### config.mk
export PLATFORM = sky130hd
export DESIGN_NAME = pidaw_ctrl
export DESIGN_NICKNAME = d
export VERILOG_FILES = /design/src/design/pidaw_pkg.sv /design/src/design/pidaw_ctrl.sv
export SDC_FILE = /design/constraint.sdc
export NUM_CORES = 1
export LEC_CHECK = 0
export ABC_AREA = 1
export BUFFER_PORTS_ARGS = -buffer_cell sky130_fd_sc_hd__buf_2
export CORE_MARGIN = 2
export CORE_UTILIZATION = 50
export CTS_CLUSTER_SIZE = 28
export DETAILED_ROUTE_END_ITERATION = 10
export HOLD_SLACK_MARGIN = 0.03
export PLACE_DENSITY = 0.81
export RECOVER_POWER = 50
export SYNTH_ARGS = -nofsm -noshare
export SYNTH_HDL_FRONTEND = slang
export SYNTH_SLANG_ARGS = --single-unit
### constraint.sdc
create_clock -name clk -period 1.74 [get_ports clk]
set_input_delay 0.261 -clock clk [delete_from_list [all_inputs] [get_ports clk]]
set_output_delay 0.261 -clock clk [all_outputs]
set_load 0.05 [all_outputs]
### src/design/pidaw_pkg.sv
package pidaw_pkg;

  localparam int DataW   = 32;
  localparam int StepW   = 31;
  localparam int CfgIdxW = 3;
  localparam int AccW    = 64;
  localparam int ProdW   = 62;
  localparam int DivNumW = 49;
  localparam int DivCntW = 6;

  typedef enum logic [CfgIdxW-1:0] {
    REG_PROP_GAIN    = 3'd0,
    REG_INTEG_GAIN   = 3'd1,
    REG_DERIV_GAIN   = 3'd2,
    REG_TARGET_VALUE = 3'd3,
    REG_DRIVE_MIN    = 3'd4,
    REG_DRIVE_MAX    = 3'd5,
    REG_STEP_TIME    = 3'd6
  } reg_idx_t;

  typedef struct packed {
    logic signed [DataW-1:0] prop_gain;
    logic signed [DataW-1:0] integ_gain;
    logic signed [DataW-1:0] deriv_gain;
    logic signed [DataW-1:0] target_value;
    logic signed [DataW-1:0] drive_min;
    logic signed [DataW-1:0] drive_max;
    logic        [StepW-1:0] step_time;
  } cfg_t;

  typedef enum logic [3:0] {
    CMD_NONE     = 4'd0,
    CMD_CAPTURE  = 4'd1,
    CMD_ERR      = 4'd2,
    CMD_MUL_OPS  = 4'd3,
    CMD_MUL_LO   = 4'd4,
    CMD_MUL_HI   = 4'd5,
    CMD_MUL_FIN  = 4'd6,
    CMD_MUL_USE  = 4'd7,
    CMD_DIV_LOAD = 4'd8,
    CMD_DIV_STEP = 4'd9,
    CMD_DIV_USE  = 4'd10,
    CMD_FINISH   = 4'd11
  } dp_op_t;

  typedef enum logic [1:0] {
    TERM_INC = 2'd0,
    TERM_P   = 2'd1,
    TERM_I   = 2'd2,
    TERM_D   = 2'd3
  } term_t;

  typedef enum logic {
    DIV_LIM = 1'b0,
    DIV_DER = 1'b1
  } div_kind_t;

  typedef struct packed {
    dp_op_t    op;
    term_t     term;
    div_kind_t div_kind;
  } dp_cmd_t;

  typedef struct packed {
    logic clear_item;
    logic ki_big;
    logic div_last;
  } dp_stat_t;

  function automatic logic [31:0] mag32(input logic signed [31:0] x);
    return x[31] ? 32'(-x) : 32'(x);
  endfunction

  function automatic logic [32:0] mag33(input logic signed [32:0] x);
    return x[32] ? 33'(-x) : 33'(x);
  endfunction

  function automatic logic [63:0] mag64(input logic signed [63:0] x);
    return x[63] ? 64'(-x) : 64'(x);
  endfunction

endpackage

### src/design/pidaw_ctrl.sv
module pidaw_ctrl (
  input  logic                 clk,
  input  logic                 rst,
  input  logic                 in_valid,
  output logic                 in_ready,
  input  logic                 out_ready,
  output logic                 out_valid,
  input  pidaw_pkg::dp_stat_t  stat,
  output pidaw_pkg::dp_cmd_t   cmd
);

  typedef enum logic [10:0] {
    S_IDLE     = 11'b000_0000_0001,
    S_LOAD     = 11'b000_0000_0010,
    S_MUL_OPS  = 11'b000_0000_0100,
    S_MUL_LO   = 11'b000_0000_1000,
    S_MUL_HI   = 11'b000_0001_0000,
    S_MUL_FIN  = 11'b000_0010_0000,
    S_MUL_USE  = 11'b000_0100_0000,
    S_DIV_LOAD = 11'b000_1000_0000,
    S_DIV_RUN  = 11'b001_0000_0000,
    S_DIV_USE  = 11'b010_0000_0000,
    S_FINISH   = 11'b100_0000_0000
  } state_t;

  state_t                state;
  state_t                state_next;
  pidaw_pkg::term_t      term;
  pidaw_pkg::term_t      term_next;
  pidaw_pkg::div_kind_t  div_kind;
  pidaw_pkg::div_kind_t  div_kind_next;
  logic                  out_free;

  assign in_ready = (state == S_IDLE);
  assign out_free = !out_valid || out_ready;

  always_comb begin
    state_next    = state;
    term_next     = term;
    div_kind_next = div_kind;
    cmd.op        = pidaw_pkg::CMD_NONE;
    cmd.term      = term;
    cmd.div_kind  = div_kind;
    unique case (state)
      S_IDLE: begin
        if (in_valid) begin
          cmd.op     = pidaw_pkg::CMD_CAPTURE;
          state_next = S_LOAD;
        end
      end
      S_LOAD: begin
        if (stat.clear_item) begin
          state_next = S_FINISH;
        end else begin
          cmd.op     = pidaw_pkg::CMD_ERR;
          term_next  = pidaw_pkg::TERM_INC;
          state_next = S_MUL_OPS;
        end
      end
      S_MUL_OPS: begin
        cmd.op     = pidaw_pkg::CMD_MUL_OPS;
        state_next = S_MUL_LO;
      end
      S_MUL_LO: begin
        cmd.op     = pidaw_pkg::CMD_MUL_LO;
        state_next = S_MUL_HI;
      end
      S_MUL_HI: begin
        cmd.op     = pidaw_pkg::CMD_MUL_HI;
        state_next = S_MUL_FIN;
      end
      S_MUL_FIN: begin
        cmd.op     = pidaw_pkg::CMD_MUL_FIN;
        state_next = S_MUL_USE;
      end
      S_MUL_USE: begin
        cmd.op = pidaw_pkg::CMD_MUL_USE;
        case (term)
          pidaw_pkg::TERM_INC: begin
            // skip the clamp limit when the integral gain is negligible
            div_kind_next = stat.ki_big ? pidaw_pkg::DIV_LIM : pidaw_pkg::DIV_DER;
            state_next    = S_DIV_LOAD;
          end
          pidaw_pkg::TERM_P: begin
            term_next  = pidaw_pkg::TERM_I;
            state_next = S_MUL_OPS;
          end
          pidaw_pkg::TERM_I: begin
            term_next  = pidaw_pkg::TERM_D;
            state_next = S_MUL_OPS;
          end
          default: state_next = S_FINISH;
        endcase
      end
      S_DIV_LOAD: begin
        cmd.op     = pidaw_pkg::CMD_DIV_LOAD;
        state_next = S_DIV_RUN;
      end
      S_DIV_RUN: begin
        cmd.op = pidaw_pkg::CMD_DIV_STEP;
        if (stat.div_last) begin
          state_next = S_DIV_USE;
        end
      end
      S_DIV_USE: begin
        cmd.op = pidaw_pkg::CMD_DIV_USE;
        if (div_kind == pidaw_pkg::DIV_LIM) begin
          div_kind_next = pidaw_pkg::DIV_DER;
          state_next    = S_DIV_LOAD;
        end else begin
          term_next  = pidaw_pkg::TERM_P;
          state_next = S_MUL_OPS;
        end
      end
      S_FINISH: begin
        // hold until the output register is free
        if (out_free) begin
          cmd.op     = pidaw_pkg::CMD_FINISH;
          state_next = S_IDLE;
        end
      end
      default: state_next = S_IDLE;
    endcase
  end

  always_ff @(posedge clk) begin
    if (rst) begin
      state     <= S_IDLE;
      term      <= pidaw_pkg::TERM_INC;
      div_kind  <= pidaw_pkg::DIV_LIM;
      out_valid <= 1'b0;
    end else begin
      state    <= state_next;
      term     <= term_next;
      div_kind <= div_kind_next;
      if (state == S_FINISH && out_free) begin
        out_valid <= 1'b1;
      end else if (out_ready) begin
        out_valid <= 1'b0;
      end
    end
  end

endmodule
==> impl_metrics.json <==
{
  "outcome": "finished, violations left",
  "violations": "setup timing",
  "synth_top_cell_area_share_pct": 29.41,
  "crit_family": "simple AND/OR/NAND/NOR gates",
  "die_area_sq_um": 2420,
  "use_met2_pct": 44.14,
  "drtIter0Drc": 38,
  "coreArea_sq_um": 1942,
  "fin_cells": 213,
  "synth_area_per_cell_sq_um": 7.090,
  "clock-root-buffer": "clkbuf_4",
  "peakVddDrop_uv": 828.0,
  "cts_hold_buf": 0,
  "final.setup_skew_ns": 0.01105,
  "die_x_um": 49.19,
  "place_ws_ns": 0.03104,
  "tightest_slew_ns": 0.3519,
  "synth_area_sq_um": 1021,
  "top_usage_layer": "met2",
  "path_buf_inv": 1,
  "grt_max_degree": 11,
  "drv_cap": 0,
  "routabilityCongestion": 0.9249,
  "cts_buffer_depth": 2,
  "grt_use_met1_pct": 31.17,
  "cts_tree": "done",
  "cp.arrival_ns": 1.68,
  "syn_inst": 144,
  "portBuffers": 15,
  "power_frac_clock_pct": 12.3,
  "cpPeakStageDelay_ns": 0.36,
  "crit_top_cell": "nor2_4",
  "fp.dieH_um": 49.19,
  "r2r_start": "state[1]",
  "min_period_ns": 1.944,
  "grt_pass1_vias": 1107,
  "syn_to_final_growth_pct": 49.39,
  "power_switching_share_pct": 48.37,
  "fin_util_pct": 78.54,
  "slew_headroom_pct": 76.41,
  "ys_seq_area_share_pct": 29.41,
  "p_leak_nw": 0.7844,
  "power_density_nw_per_um2": 1102,
  "layout-drive-gt1-share_pct": 49.46,
  "initial_utilization_pct": 52.58,
  "cts_num_sinks": 15,
  "synthTopCellsByArea": "dfxtp_1 29%, nand2_1 10%, nand3_1 6.9%",
  "antenna_left": 0,
  "met3_usage_pct": 3.681,
  "power_frac_seq_pct": 25.0,
  "grt-ovfl-total": 0,
  "rsz0062_at_grt": "true",
  "antennaDiodeCount": 0,
  "ioPinCount": 16,
  "syn_nets": 155,
  "dpl_cell_area_sq_um": 1149,
  "synth.ff_latch_count": 15,
  "hold_viol_final": 0,
  "viasPerCell": 5.648,
  "critPathSlowestCell": "dfxtp_4",
  "grt_pass1_wl_um": 4878,
  "dp_cells": 186,
  "synth_cell_types": 27,
  "hpwl_um": 1809,
  "worstHoldStart": "in_valid",
  "h-tree-depth": 1,
  "pwr-share-comb_pct": 62.7,
  "track_usage_pct": 26.41,
  "yosys_warnings": 0,
  "wl_um": 3579,
  "end_kind": "primary output",
  "worstHoldPathType": "primary input to flop",
  "setup_tns_ns": -0.8403,
  "cp.required_ns": 1.48,
  "crit_start": "state[6]",
  "crit_path_cell_trace": "nor2_4, nand2_4, nor2_4, nand2_2, nand4_1, nand3b_1, buf_6",
  "start_kind": "flop",
  "stdcell_area_sq_um": 1525,
  "clkTransAtPathRegs_ns": 0.10,
  "p_int_w": 0.0008682,
  "fmax_mhz": 514.3,
  "rows": 16,
  "cp_max_fo": 5,
  "final.period_utilization_pct": 111.7,
  "drv_slew": 0,
  "setup_viol": 5,
  "yosys.area.top_type": "dfxtp_1",
  "critical_path_class": "flop to primary output",
  "antenna_found_initial": 0,
  "finalWorstSetupSlack_ns": -0.2042,
  "num_vias": 1203,
  "clk_latency_ns": 0.30,
  "drt-wirelength-per-cell_um": 16.80,
  "cts_buffers": 3,
  "nNetsFinal": 198,
  "drt_first_pass_iters": 4,
  "p_sw_w": 0.0008133,
  "drc": 0
}
[cells by family after synthesis]
group           after synthesis  synth area share (%)
compound gates                7                 3.677
fa+ha+maj                     4                 4.902
buf+inv                      26                 9.926
flops                        15                 29.41
simple gates                 92                 52.08
[power groups by stage]
stage	registers (W)	clock network (W)	logic, W
finish	0.000420	0.000207	0.00105
global route	0.000424	0.000231	0.00110
CTS	0.000417	0.000210	0.000857
detailed placement	0.000419	0	0.000718
global placement	0.000417	0	0.000701
floorplan	0.000429	0	0.000569
[cells in the mapped netlist (all sizes together)]
master,instances
o21ai,4
nand4,3
nor2,22
nand3,18
or2,1
clkinv,2
nor3b,2
nand3b,4
ha,4
a21boi,1
nor3,11
a21oi,2
buf,2
inv,22
nand2,31
dfxtp,15
[tightest hold or removal path, delay by kind of cell]
kind                   cells  cell delay, ns
and+or+nand+nor            2            0.13
buffers and inverters      1            0.11
[metal layers]
| metal | wire length [um] | vias up |
|---|---|---|
| met5 | 0 | - |
| met4 | 252 | 0 |
| met3 | 228 | 30 |
| met2 | 1695 | 66 |
| met1 | 1402 | 562 |
| li1 | - | 545 |
[cell type report]
class / instances / area (sq um)
Clock buffer: 3 / 22.52
Fill cell: 126 / 416.7
Clock inverter: 1 / 5.005
Timing Repair Buffer: 40 / 310.3
Inverter: 24 / 96.34
Multi-Input combinational cell: 103 / 740.7
Sequential cell: 15 / 316.6
Tap cell: 27 / 33.78
[metrics by stage]
stage / hold slack, ns / power [W]
final: 0.2286 / 0.001682
after global routing: 0.2232 / 0.001751
after CTS: 0.2168 / 0.001484
after detailed placement: 0.5268 / 0.001137
after global placement: 0.5246 / 0.001118
after floorplan: 0.4057 / 0.0009980
[final timing paths]
path                            endpoint  slack, ns  cells after the start
worst min register to register   term[0]       0.57                      2
worst max-delay path              cmd[3]      -0.20                      7
worst max register to register  state[0]      -0.15                     13
worst min-delay path            state[1]       0.23                      3
[state kept, by name (all words and copies together) (netlist names)]
| register | cells |
|---|---|
| state | 11 |
| term | 2 |
| div_kind | 1 |
| out_valid | 1 |
[placed cells by master (no fill, tap or decap), drive strengths merged]
cell	synthesis	final
nor3	11	11
clkinv	2	3
clkinvlp	0	1
nor3b	2	2
inv	22	21
nand4	3	3
dfxtp	15	15
o21ai	4	4
nand3	18	18
nand2	31	31
or2	1	1
buf	2	39
nand3b	4	4
clkbuf	0	4
a21boi	1	1
ha	4	4
nor2	22	22
a21oi	2	2
[repair_timing]
action | 4_1_cts | 5_1_grt
pin swaps | 7 | 10
setup endpoints to repair | 5 | 6
gates cloned | 0 | 0
buffers inserted | 14 | 9
endpoints found under the hold margin | 0 | 0
gates resized for setup | 21 | 27
Note: power is estimated with default switching activity, not from simulation.
