==> src/design/pidaw_pkg.sv <==
package pidaw_pkg;

  localparam int DataW   = 32;
  localparam int StepW   = 31;
  localparam int CfgIdxW = 3;
  localparam int AccW    = 64;
  localparam int ProdW   = 62;
  localparam int DivNumW = 49;
  localparam int DivCntW = 6;

  typedef enum logic [CfgIdxW-1:0] {
    REG_PROP_GAIN    = 3'd0,
    REG_INTEG_GAIN   = 3'd1,
    REG_DERIV_GAIN   = 3'd2,
    REG_TARGET_VALUE = 3'd3,
    REG_DRIVE_MIN    = 3'd4,
    REG_DRIVE_MAX    = 3'd5,
    REG_STEP_TIME    = 3'd6
  } reg_idx_t;

  typedef struct packed {
    logic signed [DataW-1:0] prop_gain;
    logic signed [DataW-1:0] integ_gain;
    logic signed [DataW-1:0] deriv_gain;
    logic signed [DataW-1:0] target_value;
    logic signed [DataW-1:0] drive_min;
    logic signed [DataW-1:0] drive_max;
    logic        [StepW-1:0] step_time;
  } cfg_t;

  typedef enum logic [3:0] {
    CMD_NONE     = 4'd0,
    CMD_CAPTURE  = 4'd1,
    CMD_ERR      = 4'd2,
    CMD_MUL_OPS  = 4'd3,
    CMD_MUL_LO   = 4'd4,
    CMD_MUL_HI   = 4'd5,
    CMD_MUL_FIN  = 4'd6,
    CMD_MUL_USE  = 4'd7,
    CMD_DIV_LOAD = 4'd8,
    CMD_DIV_STEP = 4'd9,
    CMD_DIV_USE  = 4'd10,
    CMD_FINISH   = 4'd11
  } dp_op_t;

  typedef enum logic [1:0] {
    TERM_INC = 2'd0,
    TERM_P   = 2'd1,
    TERM_I   = 2'd2,
    TERM_D   = 2'd3
  } term_t;

  typedef enum logic {
    DIV_LIM = 1'b0,
    DIV_DER = 1'b1
  } div_kind_t;

  typedef struct packed {
    dp_op_t    op;
    term_t     term;
    div_kind_t div_kind;
  } dp_cmd_t;

  typedef struct packed {
    logic clear_item;
    logic ki_big;
    logic div_last;
  } dp_stat_t;

  function automatic logic [31:0] mag32(input logic signed [31:0] x);
    return x[31] ? 32'(-x) : 32'(x);
  endfunction

  function automatic logic [32:0] mag33(input logic signed [32:0] x);
    return x[32] ? 33'(-x) : 33'(x);
  endfunction

  function automatic logic [63:0] mag64(input logic signed [63:0] x);
    return x[63] ? 64'(-x) : 64'(x);
  endfunction

endpackage

==> src/design/pidaw_dp.sv <==
module pidaw_dp (
  input  logic                                clk,
  input  logic                                rst,
  input  pidaw_pkg::cfg_t                     cfg,
  input  pidaw_pkg::dp_cmd_t                  cmd,
  input  logic                                opcode,
  input  logic signed [pidaw_pkg::DataW-1:0]  measured_value,
  output pidaw_pkg::dp_stat_t                 stat,
  output logic signed [pidaw_pkg::DataW-1:0]  drive_value,
  output logic                                drive_limited
);

  localparam logic [pidaw_pkg::ProdW-1:0]   TermCap   = {1'b1, 61'b0};
  localparam logic [63:0]                   PhiCapMin = 64'h0000_2000_0000_0000;
  localparam logic signed [64:0]            SatHi     = 65'sh0_7FFF_FFFF_FFFF_FFFF;
  localparam logic signed [64:0]            SatLo     = -65'sh0_7FFF_FFFF_FFFF_FFFF;
  localparam logic [31:0]                   KiMinMag  = 32'd7;
  localparam logic [pidaw_pkg::DivCntW-1:0] DivLast   = pidaw_pkg::DivCntW'(pidaw_pkg::DivNumW - 1);

  logic                                 clear_item;
  logic signed [31:0]                   meas;
  logic signed [31:0]                   err;
  logic signed [31:0]                   last_error;
  logic signed [63:0]                   integral_sum;
  logic signed [63:0]                   acc;
  logic [pidaw_pkg::DivNumW-1:0]        deriv_mag;
  logic                                 deriv_neg;
  logic [31:0]                          a_mag;
  logic [63:0]                          b_mag;
  logic                                 neg;
  logic [63:0]                          plo;
  logic [63:0]                          phi;
  logic [pidaw_pkg::ProdW-1:0]          pmag;
  logic                                 pneg;
  logic [pidaw_pkg::DivNumW-1:0]        dnum;
  logic [31:0]                          drem;
  logic [31:0]                          dden;
  logic [pidaw_pkg::DivCntW-1:0]        dcnt;
  logic                                 dsign;

  logic [31:0]                          dt;
  logic signed [32:0]                   err_diff;
  logic signed [31:0]                   err_sat;
  logic [31:0]                          mul_b;
  logic [63:0]                          mul_p;
  logic [pidaw_pkg::ProdW-1:0]          m_sum;
  logic [pidaw_pkg::ProdW-1:0]          m_fin;
  logic signed [63:0]                   term_s;
  logic signed [64:0]                   integ_add;
  logic signed [63:0]                   integ_sat;
  logic signed [63:0]                   lim_s;
  logic signed [63:0]                   integ_clamp;
  logic signed [32:0]                   der_diff;
  logic [32:0]                          der_mag;
  logic [32:0]                          trial;
  logic                                 trial_ge;
  logic [31:0]                          rem_next;
  logic [31:0]                          op_a;
  logic [63:0]                          op_b;
  logic                                 op_neg;
  logic signed [63:0]                   out_sum;
  logic                                 out_lim;

  assign dt = (cfg.step_time == '0) ? 32'd1 : {1'b0, cfg.step_time};

  // error, saturated to 32 bits
  assign err_diff = {cfg.target_value[31], cfg.target_value} - {meas[31], meas};
  assign err_sat  = (err_diff[32] != err_diff[31]) ?
                    (err_diff[32] ? 32'sh8000_0000 : 32'sh7FFF_FFFF) : err_diff[31:0];

  // shared 32x32 multiplier: low half then high half of the wide operand
  assign mul_b = (cmd.op == pidaw_pkg::CMD_MUL_HI) ? b_mag[63:32] : b_mag[31:0];
  assign mul_p = {32'b0, a_mag} * {32'b0, mul_b};

  assign m_sum = {1'b0, phi[44:0], 16'b0} + {14'b0, plo[63:16]};
  assign m_fin = (phi >= PhiCapMin || m_sum > TermCap) ? TermCap : m_sum;

  assign term_s    = pneg ? -$signed({2'b0, pmag}) : $signed({2'b0, pmag});
  assign integ_add = {integral_sum[63], integral_sum} + {term_s[63], term_s};

  always_comb begin
    if (integ_add > SatHi) begin
      integ_sat = SatHi[63:0];
    end else if (integ_add < SatLo) begin
      integ_sat = SatLo[63:0];
    end else begin
      integ_sat = integ_add[63:0];
    end
  end

  assign lim_s = $signed({15'b0, dnum});

  always_comb begin
    integ_clamp = integral_sum;
    if (integral_sum > lim_s) begin
      integ_clamp = lim_s;
    end else if (integral_sum < -lim_s) begin
      integ_clamp = -lim_s;
    end
  end

  assign der_diff = {err[31], err} - {last_error[31], last_error};
  assign der_mag  = pidaw_pkg::mag33(der_diff);

  // restoring division, one quotient bit per cycle
  assign trial    = {drem, dnum[pidaw_pkg::DivNumW-1]};
  assign trial_ge = trial >= {1'b0, dden};
  assign rem_next = trial_ge ? 32'(trial - {1'b0, dden}) : trial[31:0];

  always_comb begin
    case (cmd.term)
      pidaw_pkg::TERM_INC: begin
        op_a   = pidaw_pkg::mag32(err);
        op_b   = {32'b0, dt};
        op_neg = err[31];
      end
      pidaw_pkg::TERM_P: begin
        op_a   = pidaw_pkg::mag32(cfg.prop_gain);
        op_b   = {32'b0, pidaw_pkg::mag32(err)};
        op_neg = cfg.prop_gain[31] ^ err[31];
      end
      pidaw_pkg::TERM_I: begin
        op_a   = pidaw_pkg::mag32(cfg.integ_gain);
        op_b   = pidaw_pkg::mag64(integral_sum);
        op_neg = cfg.integ_gain[31] ^ integral_sum[63];
      end
      default: begin
        op_a   = pidaw_pkg::mag32(cfg.deriv_gain);
        op_b   = {15'b0, deriv_mag};
        op_neg = cfg.deriv_gain[31] ^ deriv_neg;
      end
    endcase
  end

  // output clamp: max first, then min
  always_comb begin
    out_sum = acc;
    out_lim = 1'b0;
    if (out_sum > 64'(cfg.drive_max)) begin
      out_sum = 64'(cfg.drive_max);
      out_lim = 1'b1;
    end
    if (out_sum < 64'(cfg.drive_min)) begin
      out_sum = 64'(cfg.drive_min);
      out_lim = 1'b1;
    end
  end

  assign stat.clear_item = clear_item;
  assign stat.ki_big     = pidaw_pkg::mag32(cfg.integ_gain) >= KiMinMag;
  assign stat.div_last   = dcnt == DivLast;

  // loop state
  always_ff @(posedge clk) begin
    if (rst) begin
      integral_sum <= '0;
      last_error   <= '0;
    end else begin
      unique case (cmd.op)
        pidaw_pkg::CMD_MUL_USE: begin
          if (cmd.term == pidaw_pkg::TERM_INC) begin
            integral_sum <= integ_sat;
          end
        end
        pidaw_pkg::CMD_DIV_USE: begin
          if (cmd.div_kind == pidaw_pkg::DIV_LIM) begin
            integral_sum <= integ_clamp;
          end
        end
        pidaw_pkg::CMD_FINISH: begin
          if (clear_item) begin
            integral_sum <= '0;
            last_error   <= '0;
          end else begin
            last_error <= err;
          end
        end
        pidaw_pkg::CMD_NONE, pidaw_pkg::CMD_CAPTURE, pidaw_pkg::CMD_ERR,
        pidaw_pkg::CMD_MUL_OPS, pidaw_pkg::CMD_MUL_LO, pidaw_pkg::CMD_MUL_HI,
        pidaw_pkg::CMD_MUL_FIN, pidaw_pkg::CMD_DIV_LOAD, pidaw_pkg::CMD_DIV_STEP: ;
        default: ;
      endcase
    end
  end

  // working registers
  always_ff @(posedge clk) begin
    unique case (cmd.op)
      pidaw_pkg::CMD_CAPTURE: begin
        clear_item <= opcode;
        meas       <= measured_value;
      end
      pidaw_pkg::CMD_ERR: begin
        err <= err_sat;
        acc <= '0;
      end
      pidaw_pkg::CMD_MUL_OPS: begin
        a_mag <= op_a;
        b_mag <= op_b;
        neg   <= op_neg;
      end
      pidaw_pkg::CMD_MUL_LO: plo <= mul_p;
      pidaw_pkg::CMD_MUL_HI: phi <= mul_p;
      pidaw_pkg::CMD_MUL_FIN: begin
        pmag <= m_fin;
        pneg <= neg;
      end
      pidaw_pkg::CMD_MUL_USE: begin
        if (cmd.term != pidaw_pkg::TERM_INC) begin
          acc <= acc + term_s;
        end
      end
      pidaw_pkg::CMD_DIV_LOAD: begin
        drem <= '0;
        dcnt <= '0;
        if (cmd.div_kind == pidaw_pkg::DIV_LIM) begin
          dnum  <= {1'b0, pidaw_pkg::mag32(cfg.drive_max), 16'b0};
          dden  <= pidaw_pkg::mag32(cfg.integ_gain);
          dsign <= 1'b0;
        end else begin
          dnum  <= {der_mag, 16'b0};
          dden  <= dt;
          dsign <= der_diff[32];
        end
      end
      pidaw_pkg::CMD_DIV_STEP: begin
        drem <= rem_next;
        dnum <= {dnum[pidaw_pkg::DivNumW-2:0], trial_ge};
        dcnt <= dcnt + 1'b1;
      end
      pidaw_pkg::CMD_DIV_USE: begin
        if (cmd.div_kind == pidaw_pkg::DIV_DER) begin
          deriv_mag <= dnum;
          deriv_neg <= dsign;
        end
      end
      pidaw_pkg::CMD_FINISH: begin
        if (clear_item) begin
          drive_value   <= '0;
          drive_limited <= 1'b0;
        end else begin
          drive_value   <= out_sum[31:0];
          drive_limited <= out_lim;
        end
      end
      pidaw_pkg::CMD_NONE: ;
      default: ;
    endcase
  end

endmodule

==> config.mk <==
export PLATFORM = sky130hd
export DESIGN_NAME = pidaw_dp
export DESIGN_NICKNAME = d
export VERILOG_FILES = /design/src/design/pidaw_pkg.sv /design/src/design/pidaw_dp.sv
export SDC_FILE = /design/constraint.sdc
export NUM_CORES = 2
export LEC_CHECK = 0
export BUFFER_PORTS_ARGS = -buffer_cell sky130_fd_sc_hd__buf_4
export CORE_ASPECT_RATIO = 2
export CORE_UTILIZATION = 34
export CTS_CLUSTER_SIZE = 10
export DETAILED_ROUTE_END_ITERATION = 6
export GPL_TIMING_DRIVEN = 1
export PLACE_DENSITY = 0.59
export SKIP_CTS_REPAIR_TIMING = 1
export SLEW_MARGIN = 40
export SYNTH_ARGS = -nofsm -noshare
export SYNTH_HDL_FRONTEND = slang
export SYNTH_SLANG_ARGS = --single-unit
==> constraint.sdc <==
create_clock -name clk -period 33.1 [get_ports clk]
set_clock_uncertainty 0.05 [all_clocks]
set_input_delay 4.965 -clock clk [delete_from_list [all_inputs] [get_ports clk]]
set_output_delay 4.965 -clock clk [all_outputs]
set_load 0.01 [all_outputs]
==> reports/metrics.cfg <==
[global_routing]
grt_max_degree = 76
antenna_found_initial = 33
gr-total-overflow = 0
grt_pass1_vias = 79500
grt_pass1_wl_um = 529000
grt_use_total_pct = 27.5

[critical_path]
cp-end-kind = register
r2r_slack_ps = 23730
reg2reg_depth = 27
cp_slowest_cell = o41ai_1
slowest_delay_ps = 830
start_kind = input pin
r2r-end = phi[63]$_DFFE_PP_
path_class = in2reg
worstReg2RegStart = b_mag[12]$_DFFE_PN_
worstPathArrival_ps = 14860
critPathMostFrequentCell = fa_1
required_ps = 33480
cp_max_fo = 35

[placement]
post-dp-hpwl_um = 299000
gp_congestion = 1.01
dp.cells = 13300
portBuffers = 300

[routing]
via_count = 75800
drt_first_pass_iters = 7
drt_first_iter_violations = 5138
routed_wl_um = 368000
drc = 7
wl_per_cell_um = 27.4
routed_via_density = 5.64
postRouteAntennaNets = 0

[logic_synthesis]
ys_seq_area_share_pct = 22.3
synth-compound-area-share_pct = 13.1
synth_mux_area_share_pct = 2.90
syn_inst = 9836
yosys.area.top_type_share_pct = 20.2
synth_area_um2 = 89900
yosysTopAreaCell = edfxtp_1
synthFlopType = edfxtp_1
synth_fp_nets = 11800
synth_cell_types = 82
synth-adder-area-share_pct = 30.9
synth_warnings = 0
synth.ff_latch_count = 700
yosys.area_share.simple_pct = 17.2
synth_xor_area_share_pct = 6.60
synth_top_family_by_area = adder cells
synth_edf_count = 604
synth.avg_cell_area_um2 = 9.14
ys_async_sr_fraction_pct = 0
ys_top_cells_by_area = edfxtp_1 (20%), fa_1 (20%), ha_1 (11%), inv_1 (5.1%), xnor2_1 (4.9%)

[hold_path]
whs_path_depth = 0
worstHoldStart = neg$_DFFE_PN_
min_to = pneg$_DFFE_PN_
hold_path.class = reg2reg

[cts]
tritoncts = done
htreeDepth = 3
clk_latency_ps = 740
cts-root-buf = clkbuf_16
cts_made_buffers = 83
path_clk_slew_ps = 60
cts_buffer_depth = 3
clkSinkCount = 700

[power_and_ir_drop]
power.switching_mw = 6.42
p_leak_nw = 42.9
comb_power_share_pct = 76.9
ir_drop_uv = 327
seqPwrFrac_pct = 15.1
p_int_mw = 4.92
p_sw_share_pct = 56.6
power.share.clock_pct = 8.0
power_density_nw_per_um2 = 115

[timing]
timing.slew.headroom_pct = 30.5
setup_viol = 0
period_minus_slack_ps = 14480
finalHoldViolCount = 0
fmax_mhz = 69.1
rsz0062_at_grt = false
tightest_slew_ps = 1040
finalSetupTns_ps = 0
period_share_pct = 43.7
drv_slew = 0

[floorplan]
die_y_um = 729
io_pins = 301
die-width_um = 366
initial_utilization_pct = 34.2
core_um2 = 263000
die_area_um2 = 267000
num_rows = 266

[finish]
final_common_cell = inv_1
drive_above_1_share_pct = 7.98
fin_nets = 11800
fin_cells = 13400
num-fill-cells = 26500
layout_common_cells = inv_1 (1215), nand2_1 (951), fa_1 (902), ha_1 (768), edfxtp_1 (604)
area_growth_pct = 9.87

[run_status]
violations = design-rule violations
outcome = finished, violations left

[run]
max_cap_violations = 0

[power groups by stage]
stage	clock, mW	sequential, mW	combinational, mW
global placement	0	1.73	8.48
global route	0.940	1.71	9.25
floorplan	0	1.64	5.02
finish	0.904	1.71	8.72
detailed placement	0	1.72	8.47
CTS	0.918	1.71	8.57
[cell usage after synthesis, types with 12 or more instances]
cell type,n
a2111oi_0,12
a211o_1,16
a211oi_1,69
a21boi_0,39
a21o_1,269
a21oi_1,487
a221oi_1,56
a31o_2,12
a31oi_1,46
and2_1,554
and3_1,45
buf_1,13
clkbuf_1,450
dfxtp_1,96
edfxtp_1,604
fa_1,902
ha_1,768
inv_1,1215
mux2_2,62
mux2i_1,63
mux4_2,57
nand2_1,953
nand2b_1,103
nand3_1,109
nand4_1,109
nor2_1,544
nor2b_1,151
nor3_1,180
nor3b_1,36
nor4_1,66
o2111ai_1,15
o211ai_1,55
o21a_1,57
o21ai_0,425
o21bai_1,43
o22ai_1,14
o31ai_1,98
o41ai_1,50
or2_2,33
or3_1,72
or4_1,63
xnor2_1,499
xor2_1,179
[state kept, by name, summed over array words and instances (netlist names), 48 cells and up]
signal	flops
phi	64
pmag	62
dnum	49
acc	64
plo	48
deriv_mag	49
b_mag	64
integral_sum	64
[worst max path at each step]
stage | start | endpoint | slack [ps] | depth (start not counted)
final | cmd[4] | phi[63]$_DFFE_PP_ | 18620 | 31
after global routing | cmd[6] | phi[62]$_DFFE_PP_ | 18220 | 30
after CTS | cmd[4] | phi[62]$_DFFE_PP_ | 18680 | 30
after detailed placement | cmd[4] | phi[62]$_DFFE_PP_ | 17950 | 30
after global placement | cmd[4] | phi[63]$_DFFE_PP_ | 18090 | 31
after floorplan | cmd[4] | phi[62]$_DFFE_PP_ | 17400 | 31
[routing by layer]
layer,vias to the layer above,wire (um),track usage (%)
li1,33500,-,-
met1,37800,111000,24.8
met2,3148,193000,50.6
met3,1324,17800,4.03
met4,18,45700,28.2
met5,-,112,0
[kinds of logic after synthesis]
kind of cell,after synthesis
muxes,182
adders and majority gates,1678
and+or+nand+nor,3081
DFF,700
buffers and inverters,1679
AOI/OAI and AO/OA,1838
xor gates and xnor gates,678
[critical path: cells and delay by family]
kind / cells / cell delay (ps)
adders and majority gates: 9 / 4590
AOI/OAI and AO/OA: 6 / 1840
and+or+nand+nor: 8 / 1560
buffers and inverters: 6 / 950
muxes: 1 / 710
xor gates and xnor gates: 1 / 140
[area by class of cell]
class | instances | area [um2] | area share (%)
repair buffers | 436 | 3310 | 3.35
inverters | 1215 | 4560 | 4.62
diodes | 19 | 47.5 | 0.0481
clock buffers | 120 | 2230 | 2.25
flip-flops and latches | 700 | 20100 | 20.3
clock inverters | 16 | 236 | 0.239
well taps | 3484 | 4360 | 4.41
multi-input cells | 7457 | 64000 | 64.8
[through the flow]
| stage | setup slack, ps | area [um2] | total power [mW] | hold WS [ps] | util (%) |
|---|---|---|---|---|---|
| final | 18620 | 98800 | 11.3 | 386 | 37.6 |
| after global routing | 18220 | 98800 | 11.9 | 389 | 37.6 |
| after detailed placement | 17950 | 96100 | 10.2 | 377 | 36.6 |
| after global placement | 18090 | 96000 | 10.2 | 362 | 36.5 |
| after floorplan | 17400 | 89900 | 6.66 | 350 | - |
| after CTS | 18680 | 98600 | 11.2 | 393 | 37.6 |
Power figures use the tool's default switching activity.
