[config.mk]
export PLATFORM = sky130hd
export DESIGN_NAME = pidaw_cfg_flat
export DESIGN_NICKNAME = d
export VERILOG_FILES = /design/src/design/pidaw_pkg.sv /design/src/design/pidaw_cfg_if.sv /design/src/design/pidaw_cfg.sv /design/src/flat_wrapper.sv
export SDC_FILE = /design/constraint.sdc
export NUM_CORES = 1
export LEC_CHECK = 0
export ABC_AREA = 1
export BUFFER_PORTS_ARGS = -buffer_cell sky130_fd_sc_hd__buf_2
export CAP_MARGIN = 20
export CORE_ASPECT_RATIO = 1.4
export CORE_MARGIN = 3
export CORE_UTILIZATION = 40
export CTS_BUF_LIST = sky130_fd_sc_hd__clkbuf_4 sky130_fd_sc_hd__clkbuf_8
export CTS_CLUSTER_DIAMETER = 200
export DETAILED_ROUTE_END_ITERATION = 8
export GPL_TIMING_DRIVEN = 0
export HOLD_SLACK_MARGIN = 0.06
export PLACE_DENSITY = 0.64
export SLEW_MARGIN = 10
export SYNTH_ARGS = -nofsm -noshare
export SYNTH_HDL_FRONTEND = slang
export SYNTH_SLANG_ARGS = --single-unit
[constraint.sdc]
create_clock -name clk -period 1.7 [get_ports clk]
set_clock_uncertainty 0.15 [all_clocks]
set_input_delay 0.085 -clock clk [delete_from_list [all_inputs] [get_ports clk]]
set_output_delay 0.085 -clock clk [all_outputs]
set_load 0.05 [all_outputs]
[src/design/pidaw_pkg.sv]
package pidaw_pkg;

  localparam int DataW   = 32;
  localparam int StepW   = 31;
  localparam int CfgIdxW = 3;
  localparam int AccW    = 64;
  localparam int ProdW   = 62;
  localparam int DivNumW = 49;
  localparam int DivCntW = 6;

  typedef enum logic [CfgIdxW-1:0] {
    REG_PROP_GAIN    = 3'd0,
    REG_INTEG_GAIN   = 3'd1,
    REG_DERIV_GAIN   = 3'd2,
    REG_TARGET_VALUE = 3'd3,
    REG_DRIVE_MIN    = 3'd4,
    REG_DRIVE_MAX    = 3'd5,
    REG_STEP_TIME    = 3'd6
  } reg_idx_t;

  typedef struct packed {
    logic signed [DataW-1:0] prop_gain;
    logic signed [DataW-1:0] integ_gain;
    logic signed [DataW-1:0] deriv_gain;
    logic signed [DataW-1:0] target_value;
    logic signed [DataW-1:0] drive_min;
    logic signed [DataW-1:0] drive_max;
    logic        [StepW-1:0] step_time;
  } cfg_t;

  typedef enum logic [3:0] {
    CMD_NONE     = 4'd0,
    CMD_CAPTURE  = 4'd1,
    CMD_ERR      = 4'd2,
    CMD_MUL_OPS  = 4'd3,
    CMD_MUL_LO   = 4'd4,
    CMD_MUL_HI   = 4'd5,
    CMD_MUL_FIN  = 4'd6,
    CMD_MUL_USE  = 4'd7,
    CMD_DIV_LOAD = 4'd8,
    CMD_DIV_STEP = 4'd9,
    CMD_DIV_USE  = 4'd10,
    CMD_FINISH   = 4'd11
  } dp_op_t;

  typedef enum logic [1:0] {
    TERM_INC = 2'd0,
    TERM_P   = 2'd1,
    TERM_I   = 2'd2,
    TERM_D   = 2'd3
  } term_t;

  typedef enum logic {
    DIV_LIM = 1'b0,
    DIV_DER = 1'b1
  } div_kind_t;

  typedef struct packed {
    dp_op_t    op;
    term_t     term;
    div_kind_t div_kind;
  } dp_cmd_t;

  typedef struct packed {
    logic clear_item;
    logic ki_big;
    logic div_last;
  } dp_stat_t;

  function automatic logic [31:0] mag32(input logic signed [31:0] x);
    return x[31] ? 32'(-x) : 32'(x);
  endfunction

  function automatic logic [32:0] mag33(input logic signed [32:0] x);
    return x[32] ? 33'(-x) : 33'(x);
  endfunction

  function automatic logic [63:0] mag64(input logic signed [63:0] x);
    return x[63] ? 64'(-x) : 64'(x);
  endfunction

endpackage

[src/design/pidaw_cfg_if.sv]
interface pidaw_cfg_if;
  logic                                valid;
  logic                                ready;
  logic [pidaw_pkg::CfgIdxW-1:0]       index;
  logic [pidaw_pkg::DataW-1:0]         data;

  modport source (output valid, index, data, input ready);
  modport sink   (input valid, index, data, output ready);
endinterface

[src/design/pidaw_cfg.sv]
module pidaw_cfg (
  input  logic               clk,
  input  logic               rst,
  pidaw_cfg_if.sink          wr,
  output pidaw_pkg::cfg_t    regs
);

  assign wr.ready = 1'b1;

  always_ff @(posedge clk) begin
    if (rst) begin
      regs.prop_gain    <= '0;
      regs.integ_gain   <= '0;
      regs.deriv_gain   <= '0;
      regs.target_value <= '0;
      regs.drive_min    <= 32'sh8000_0000;
      regs.drive_max    <= 32'sh7FFF_FFFF;
      regs.step_time    <= 31'd65536;
    end else if (wr.valid && wr.ready) begin
      unique case (wr.index)
        pidaw_pkg::REG_PROP_GAIN:    regs.prop_gain    <= $signed(wr.data);
        pidaw_pkg::REG_INTEG_GAIN:   regs.integ_gain   <= $signed(wr.data);
        pidaw_pkg::REG_DERIV_GAIN:   regs.deriv_gain   <= $signed(wr.data);
        pidaw_pkg::REG_TARGET_VALUE: regs.target_value <= $signed(wr.data);
        pidaw_pkg::REG_DRIVE_MIN:    regs.drive_min    <= $signed(wr.data);
        pidaw_pkg::REG_DRIVE_MAX:    regs.drive_max    <= $signed(wr.data);
        pidaw_pkg::REG_STEP_TIME:    regs.step_time    <= wr.data[pidaw_pkg::StepW-1:0];
        default: ;  // drop writes beyond the register list
      endcase
    end
  end

endmodule

[src/flat_wrapper.sv]
// flat-port wrapper written by rule: the top's interface ports become plain ports
module pidaw_cfg_flat 
  (clk, rst, regs, wr_valid, wr_index, wr_data, wr_ready);
  pidaw_cfg_if wr_i ();
  input  logic clk;
  input  logic rst;
  output pidaw_pkg::cfg_t regs;
  input wire logic [$bits(wr_i.valid)-1:0] wr_valid;
  input wire logic [$bits(wr_i.index)-1:0] wr_index;
  input wire logic [$bits(wr_i.data)-1:0] wr_data;
  output wire logic [$bits(wr_i.ready)-1:0] wr_ready;
  assign wr_i.valid = wr_valid;
  assign wr_i.index = wr_index;
  assign wr_i.data = wr_data;
  assign wr_ready = wr_i.ready;
  pidaw_cfg u_core (.clk(clk), .rst(rst), .wr(wr_i), .regs(regs));
endmodule
==> results of run 1 <==
cell families (layout without fill, tap and decap cells):
| kind of cell | after synthesis | count (layout) | share of synthesized area |
|---|---|---|---|
| buffers and inverters | 126 | 511 | 0.0681 |
| AOI/OAI and AO/OA | 2 | 2 | 0.00115 |
| and+or+nand+nor | 875 | 875 | 0.416 |
| DFF | 223 | 223 | 0.514 |
| other | 1 | 1 | 0.000432 |
cell usage in the layout (no fill, tap or decap), drive strengths merged:
master,n
clkinv,3
conb,1
o21ai,2
dlygate4sd3,69
clkbuf,68
buf,331
nand3,223
inv,39
nor2,391
nand2,261
bufinv,1
dfxtp,223
metal layers:
metal / vias up / part of all wire / routed length (microns)
met3: 74 / 0.071 / 2220
met4: 0 / 0.039 / 1220
met2: 341 / 0.50 / 15400
met5: - / 0 / 0
met1: 4115 / 0.39 / 12200
li1: 4554 / - / -
worst paths after layout:
kind,cells after the start,startpoint,end
worst min register to register,2,u_core.regs[33],u_core.regs[33]
worst max-delay path,9,wr_valid,u_core.regs[178]
worst min-delay path,6,wr_index[1],u_core.regs[162]
worst max register to register,3,u_core.regs[16],u_core.regs[16]
power by group:
group | internal [uW] | switching [uW] | leakage (uW) | total, uW
clock | 2590 | 2040 | 0.000374 | 4630
combinational | 506 | 1430 | 0.00366 | 1930
sequential | 5410 | 101 | 0.00181 | 5510
total | 8510 | 3570 | 0.00585 | 12100
synth_stat cells:
| library cell | n |
|---|---|
| nor2_4 | 4 |
| inv_1 | 35 |
| o21ai_0 | 2 |
| clkbuf_1 | 15 |
| nor2_1 | 381 |
| dfxtp_1 | 223 |
| nand3_1 | 223 |
| buf_1 | 8 |
| conb_1 | 1 |
| nor2_2 | 6 |
| inv_2 | 4 |
| nand2_1 | 261 |
| buf_4 | 15 |
| buf_2 | 49 |
worst max-delay path: cells and delay by family:
| family | cells | cell delay (ps) |
|---|---|---|
| simple gates | 4 | 310 |
| buf+inv | 5 | 1510 |
what timing repair did:
action	in CTS	in global routing
buffers inserted	0	0
resized for setup	0	2
setup endpoints to repair	0	5
hold buffers	68	2
endpoints found under the hold margin	223	3
area by class of cell:
class                      count  area [sq um]
tap                          260           325
multi-input combinational    878          3630
clock inverter                 4          45.0
fill                        2113          9580
timing repair buffer         329          1990
sequential                   223          4460
inverter                      39           146
buffer                        87           447
clock buffer                  52           653
through the flow:
stage | std cells | power (uW) | cell area [sq um]
after floorplan | 1227 | 6900 | 8680
after global placement | 1747 | 7420 | 10300
after detailed placement | 1747 | 7430 | 10300
after CTS | 1871 | 12100 | 11700
after global routing | 1872 | 12500 | 11700
final | 1872 | 12100 | 11700
==> out/qor.csv, run 1 <==
metric,value,unit
status,"finished, final reports clean",
rsz0062_at_grt,no,
top_regs,u_core.regs: 223 flops,
firstDrtPassIters,5,
synth_seq_cells,223,
htreeDepth,2,
dp_slack,115,ps
syn-num-nets,1265,
grt.busiest_layer,met2,
netlist.area_leader.share,0.514,
tritoncts,built,
antenna_found_initial,0,
die_w,130,microns
yosys_warnings,0,
worst-path-max-fanout,10,
grt_util_met2,0.450,
clockRootBuffer,clkbuf_8,
ios,262,
diodes,0,
areaGrowthSynthToFinish,34.8,%
hold_viol,0,
setup_viol,0,
ir_drop,0.631,mV
worst_slack,58.1,ps
whs,86.2,ps
met3_usage,0.0569,
ant_nets,0,
netlist_top_cells_area,"dfxtp_1, nor2_1, nand3_1",
max_stage_delay,580,ps
min_period,1640,ps
cp_cell_sequence,"buf_2, inv_1, nor2_1, dlygate4sd3_1, clkbuf_4, nand3_1, dlygate4sd3_1, nand2_1, nor2_1",
fmax,609,MHz
port_buffers,260,
drt-initial-drc-count,568,
use_met1,0.297,
numCtsBuffers,36,
yosys.cell_types.count,14,
dieArea,23500,sq um
power.density,1030,nW/um^2
cp-end-kind,register,
largest_register_ff_count,223,
maxCapViolations,0,
tns,0,ps
slew_violations,0,
hp-class,in2reg,
synth_area,8680,sq um
drc,0,
clkLatencyLatePin,510,ps
top_register,u_core.regs,
fin_crit_sh,0.966,
hpwl,22.4,mm
crit_type,in2reg,
p_leak,0.00585,uW
clockBufferDepth,3,
fin_util,0.550,
r2r_slack,420,ps
grt_overflow,0,
slew_headroom,0.604,
critical_path_required,1960,ps
num_rows,63,
cp_slowest_cell,dlygate4sd3_1,
layout.nets,1632,
grt_pass1_vias,8527,
grt_max_degree,11,
synth-seq-area-share,0.514,
synth_top_cell_by_area,dfxtp_1,
cts_sinks,223,
wl,31.1,mm
core,21300,sq um
grt_pass1_wl,46.8,mm
clk_pin_slew_worst_paths,60,ps
vias_per_cell,4.85,
routedWlPerCell,16.6,microns
tightest_slew,594,ps
die_h,180,microns
start_util,0.408,
layout-drive-gt1-share,0.244,
globalplace.congestion,0.859,
avgSynthCellArea,7.07,sq um
grt_use_total,0.255,
critPathArrivalTime,1900,ps
start_kind,input port,
syn_inst,1227,
vias,9084,
Power figures use the tool's default switching activity.
==> run 2: changes to the inputs <==
--- a/config.mk
+++ b/config.mk
@@ -11,7 +11,7 @@
 export CORE_ASPECT_RATIO = 1.4
 export CORE_MARGIN = 3
 export CORE_UTILIZATION = 40
-export CTS_BUF_LIST = sky130_fd_sc_hd__clkbuf_4 sky130_fd_sc_hd__clkbuf_8
+export CTS_BUF_LIST = sky130_fd_sc_hd__clkbuf_2
 export CTS_CLUSTER_DIAMETER = 200
 export DETAILED_ROUTE_END_ITERATION = 8
 export GPL_TIMING_DRIVEN = 0
==> constraint.sdc (replaced) <==
create_clock -name clk -period 1.9 [get_ports clk]
set_clock_uncertainty 0.15 [all_clocks]
set_input_delay 0.095 -clock clk [delete_from_list [all_inputs] [get_ports clk]]
set_output_delay 0.095 -clock clk [all_outputs]
set_load 0.05 [all_outputs]
==> out/qor.csv, run 2 (synthesis results as in run 1) <==
metric,value,unit,change
fillers,2086,,-1.3%
ios,262,,unchanged
fmax,539,MHz,
ant_nets,0,,unchanged
numCtsBuffers,53,,+47%
switching_power,3260,uW,-8.6%
tritoncts,built,,
tightest_slew,665,ps,+70.6 ps
ir_drop,0.454,mV,-28%
routedWlPerCell,16.4,microns,-1.3%
slew_violations,0,,unchanged
grt_use_total,0.262,,+0.00686
final_cell_mix,"nor2_1, buf_2, nand2_1",,
p_leak,0.00593,uW,+1.4%
clockBufferDepth,3,,unchanged
num_rows,63,,unchanged
sequentialPowerShare,0.502,,+0.045
vias_per_cell,4.86,,+0.24%
p_int,6560,uW,-23%
dieArea,23500,sq um,unchanged
layout_commonest_cell,nor2_1,,
hp-class,in2reg,,
status,"finished, final reports clean",,
htreeDepth,2,,unchanged
largest_register_ff_count,223,,unchanged
min_period,1850,ps,
core,21300,sq um,unchanged
cts_sinks,223,,unchanged
hpwl,22.4,mm,unchanged
drt-initial-drc-count,482,,-15%
die_h,180,microns,unchanged
globalplace.congestion,0.859,,unchanged
grt_pass1_wl,48.1,mm,+2.7%
layout-drive-gt1-share,0.248,,+0.00366
port_buffers,260,,unchanged
areaGrowthSynthToFinish,36.7,%,
top_regs,u_core.regs: 223 flops,,
crit_type,in2reg,,
setup_viol,0,,unchanged
wl,32.0,mm,+2.9%
grt_max_degree,14,,+3
antenna_found_initial,1,,+1
vias,9485,,+4.4%
comb_power_share,0.180,,+0.020
top_register,u_core.regs,,
grt_pass1_vias,8971,,+5.2%
reg2reg_depth,3,,unchanged
clkLatencyLatePin,780,ps,+270 ps
p_clk_frac,0.318,,-0.066
hold_viol,0,,unchanged
clockRootBuffer,clkbuf_2,,
rsz0062_at_grt,no,,
critical_path_required,2420,ps,+460 ps
firstDrtPassIters,6,,+1
critPathArrivalTime,2370,ps,+470 ps
maxCapViolations,0,,unchanged
whs,137,ps,+50.8 ps
layout.nets,1688,,+3.4%
drc,0,,unchanged
die_w,130,microns,unchanged
holdPathStages,6,,unchanged
worst-path-max-fanout,5,,-5
fin_crit_sh,0.976,,
power.density,827,nW/um^2,-20%
cp-end-kind,register,,
clk_pin_slew_worst_paths,100,ps,+40 ps
switching_share,0.332,,+0.0369
start_util,0.408,,unchanged
grt_overflow,0,,unchanged
tns,0,ps,unchanged
start_kind,input port,,
slew_headroom,0.556,,-0.0476
==> run 2: cell types whose count changed in the layout (fill, tap and decap cells not counted), sizes merged <==
cell         delta
dlygate4sd3    +39
clkinv         +10
buf             +1
inv             +1
diode           +1
clkbuf         +26
==> run 2: what timing repair did <==
item,in CTS,in global routing
hold endpoints to repair,223,0
setup endpoints to repair,0,1
hold buffers,108,0
buffers inserted,0,0
gates resized for setup,0,1
==> run 2: power by group through the flow <==
stage               combinational (uW)  clock (uW)  sequential (uW)
finish                            1770        3120             4930
global route                      1890        3400             4950
CTS                               1750        3190             4930
detailed placement                1620           0             5030
global placement                  1610           0             5030
floorplan                          586           0             5590
==> run 2: worst paths after layout <==
| check | startpoint | endpoint | slack (ps) |
|---|---|---|---|
| setup / recovery | wr_index[0] | u_core.regs[16] | 50 |
| hold / removal | wr_data[31] | u_core.regs[62] | 140 |
| setup reg to reg | u_core.regs[16] | u_core.regs[16] | 600 |
| hold reg to reg | u_core.regs[33] | u_core.regs[33] | 310 |
==> run 2: area by class of cell <==
type                            instances  area, sq um  share of cell area
Buffer                                 87          444              0.0374
Timing Repair Buffer                  368         2380               0.201
Sequential cell                       223         4460               0.376
Multi-Input combinational cell        878         3620               0.305
Clock buffer                           79          395              0.0333
Clock inverter                         15         82.6             0.00696
Inverter                               39          146              0.0123
Antenna cell                            1         2.50            0.000211
Tap cell                              260          325              0.0274
==> run 2: through the flow <==
step | std cells | setup slack [ps] | area (sq um) | power [uW] | util
6_report | 1950 | 45.7 | 11900 | 9820 | 0.557
5_1_grt | 1950 | 26.3 | 11900 | 10200 | 0.557
4_1_cts | 1949 | 61.1 | 11900 | 9870 | 0.557
3_5_place_dp | 1747 | 305 | 10300 | 6650 | 0.484
3_3_place_gp | 1747 | 321 | 10300 | 6640 | 0.484
2_1_floorplan | 1227 | 813 | 8680 | 6180 | -
==> run 2: critical path, cell delays in order <==
cell and delay (ps):
dlygate4sd3_1 550, buf_2 170, inv_2 90, nand2_1 50, dlygate4sd3_1 620, o21ai_1 150, dlygate4sd3_1 580, nand3_1 60
==> run 2: metal layers <==
layer,vias up,part of all wire,track usage
met1,4296,0.39,0.298
met5,-,0,0
met3,89,0.073,0.0608
met4,0,0.042,0.117
met2,387,0.50,0.459
li1,4713,-,-
==> run 3: changes to the inputs <==
--- a/config.mk
+++ b/config.mk
@@ -7,8 +7,8 @@
 export LEC_CHECK = 0
 export ABC_AREA = 1
 export BUFFER_PORTS_ARGS = -buffer_cell sky130_fd_sc_hd__buf_2
-export CAP_MARGIN = 20
-export CORE_ASPECT_RATIO = 1.4
+export CAP_MARGIN = 15
+export CORE_ASPECT_RATIO = 1.5
 export CORE_MARGIN = 3
 export CORE_UTILIZATION = 40
 export CTS_BUF_LIST = sky130_fd_sc_hd__clkbuf_2
@@ -17,6 +17,7 @@
 export GPL_TIMING_DRIVEN = 0
 export HOLD_SLACK_MARGIN = 0.06
 export PLACE_DENSITY = 0.64
+export SETUP_SLACK_MARGIN = 0.1
 export SLEW_MARGIN = 10
 export SYNTH_ARGS = -nofsm -noshare
 export SYNTH_HDL_FRONTEND = slang
==> out/qor.csv, run 3 (synthesis results as in run 1) <==
metric,value,unit,change
r2r_slack,600,ps,about the same
sequentialPowerShare,0.515,,+0.013
p_total,9550,uW,-2.7%
switching_share,0.337,,+0.00480
rsz0062_at_grt,yes,,
top_regs,u_core.regs: 223 flops,,
layout.nets,1688,,unchanged
routedWlPerCell,16.4,microns,-0.21%
start_util,0.410,,+0.00265
ant_nets,0,,unchanged
tightest_slew,729,ps,+64.1 ps
drc,0,,unchanged
comb_power_share,0.185,,+0.005
vias,9420,,-0.69%
critical_path.startpoint,wr_data[18],,
clk_pin_slew_worst_paths,100,ps,about the same
grt_use_total,0.263,,+0.00102
p_leak,0.00588,uW,-0.78%
ios,262,,unchanged
critPathArrivalTime,2380,ps,about the same
port_buffers,260,,unchanged
status,"finished, final reports clean",,
reg2reg_from,u_core.regs[16],,
highest_layer,met4,,
start_kind,input port,,
maxCapViolations,0,,unchanged
timing.critical_path.to,u_core.regs[177],,
power.density,809,nW/um^2,-2.2%
clockRootBuffer,clkbuf_2,,
crit_type,in2reg,,
wl_met3,2.07,mm,-12%
die_w,126,microns,-3.2%
slew_headroom,0.514,,-0.0422
grt_max_degree,14,,unchanged
ir_drop,0.416,mV,-8.4%
antenna_found_initial,1,,unchanged
layout.cells.non_filler,1949,,-0.051%
clkLatencyLatePin,770,ps,about the same
drt-initial-drc-count,501,,+3.9%
tns,0,ps,unchanged
hp-class,in2reg,,
final_cell_mix,"nor2_1, buf_2, nand2_1",,
worst-path-max-fanout,6,,+1
met1_length,12.0,mm,-2.9%
design_area,11800,sq um,-0.45%
grt_overflow,0,,unchanged
top_register,u_core.regs,,
critical_path_required,2480,ps,+60 ps
layout-drive-gt1-share,0.248,,-0.000457
fin_crit_sh,0.946,,-0.0297
wl,31.9,mm,-0.26%
globalplace.congestion,0.859,,about the same
seq_area,4460,sq um,unchanged
reg2reg_depth,3,,unchanged
areaGrowthSynthToFinish,36.1,%,
hold_viol,0,,unchanged
r2r_end,u_core.regs[16],,
dpl.cell_count,1755,,+0.46%
fillers,2115,,+1.4%
core,21100,sq um,-0.65%
die_h,186,microns,+3.4%
firstDrtPassIters,5,,-1
largest_register_ff_count,223,,unchanged
min_period,1800,ps,-56.5 ps
grt_pass1_wl,49.2,mm,+2.3%
grt_pass1_vias,9229,,+2.9%
num_rows,65,,+3.2%
clockBufferDepth,3,,unchanged
tritoncts,built,,
wl_met2,16.3,mm,+2.5%
cp-end-kind,register,,
htreeDepth,2,,unchanged
dpl_cell_area,10300,sq um,about the same
p_clk_frac,0.299,,-0.019
cts_sinks,223,,unchanged
numCtsBuffers,53,,unchanged
p_int,6340,uW,-3.4%
vias_per_cell,4.83,,-0.63%
layout_commonest_cell,nor2_1,,
fmax,556,MHz,+3.1%
multiInputGateArea,3620,sq um,unchanged
switching_power,3220,uW,-1.3%
slew_violations,0,,unchanged
hpwl,22.4,mm,+0.18%
setup_viol,0,,unchanged
dieArea,23500,sq um,about the same
==> run 3: worst max-delay path: stages <==
cell and delay, ps:
dlygate4sd3_1 560, buf_2 140, clkinvlp_4 210, nand3_1 150
nand2_1 50, dlygate4sd3_1 560, nor2_1 80, dlygate4sd3_1 540
==> run 3: per-stage QoR <==
stage                     setup slack, ps   util  hold WS [ps]
after global routing                 66.8  0.559           130
after global placement                269  0.488           173
after CTS                             116  0.558          86.6
after floorplan                       813      -          71.2
final                                 102  0.559           145
after detailed placement              250  0.488           175
==> run 3: area by class of cell <==
class / instances / share of cell area
Antenna cell: 1 / 0.000212
Buffer: 87 / 0.0380
Clock buffer: 73 / 0.0309
Clock inverter: 12 / 0.00381
Inverter: 39 / 0.0127
Multi-Input combinational cell: 878 / 0.307
Sequential cell: 223 / 0.378
Tap cell: 268 / 0.0284
Timing Repair Buffer: 368 / 0.201
==> run 3: power groups by stage <==
stage,clock [uW],sequential (uW),combinational [uW]
global placement,0,5030,1610
detailed placement,0,5030,1620
CTS,2950,4920,1760
floorplan,0,5590,586
global route,3180,4950,1900
finish,2860,4920,1770
==> run 3: worst min-delay path by stage <==
stage                     start          endpoint  slack (ps)  depth (start not counted)
floorplan            wr_data[0]   u_core.regs[31]          70                          2
global placement     wr_data[0]   u_core.regs[31]         170                          3
detailed placement  wr_data[26]   u_core.regs[57]         180                          3
CTS                 wr_data[31]  u_core.regs[190]          90                          6
global route        wr_index[1]  u_core.regs[178]         130                          6
finish              wr_index[1]  u_core.regs[178]         150                          6
==> run 3: metal layers <==
layer	track usage	vias to the layer above
met5	0	-
met2	0.481	346
met4	0.123	0
met3	0.0527	92
li1	-	4697
met1	0.289	4285
==> run 3: timing repair <==
item                       4_1_cts  5_1_grt
setup buffers                    0        3
hold buffers                   107        0
hold endpoints to repair       223        0
gates resized for setup          0        7
setup endpoints to repair        0        3
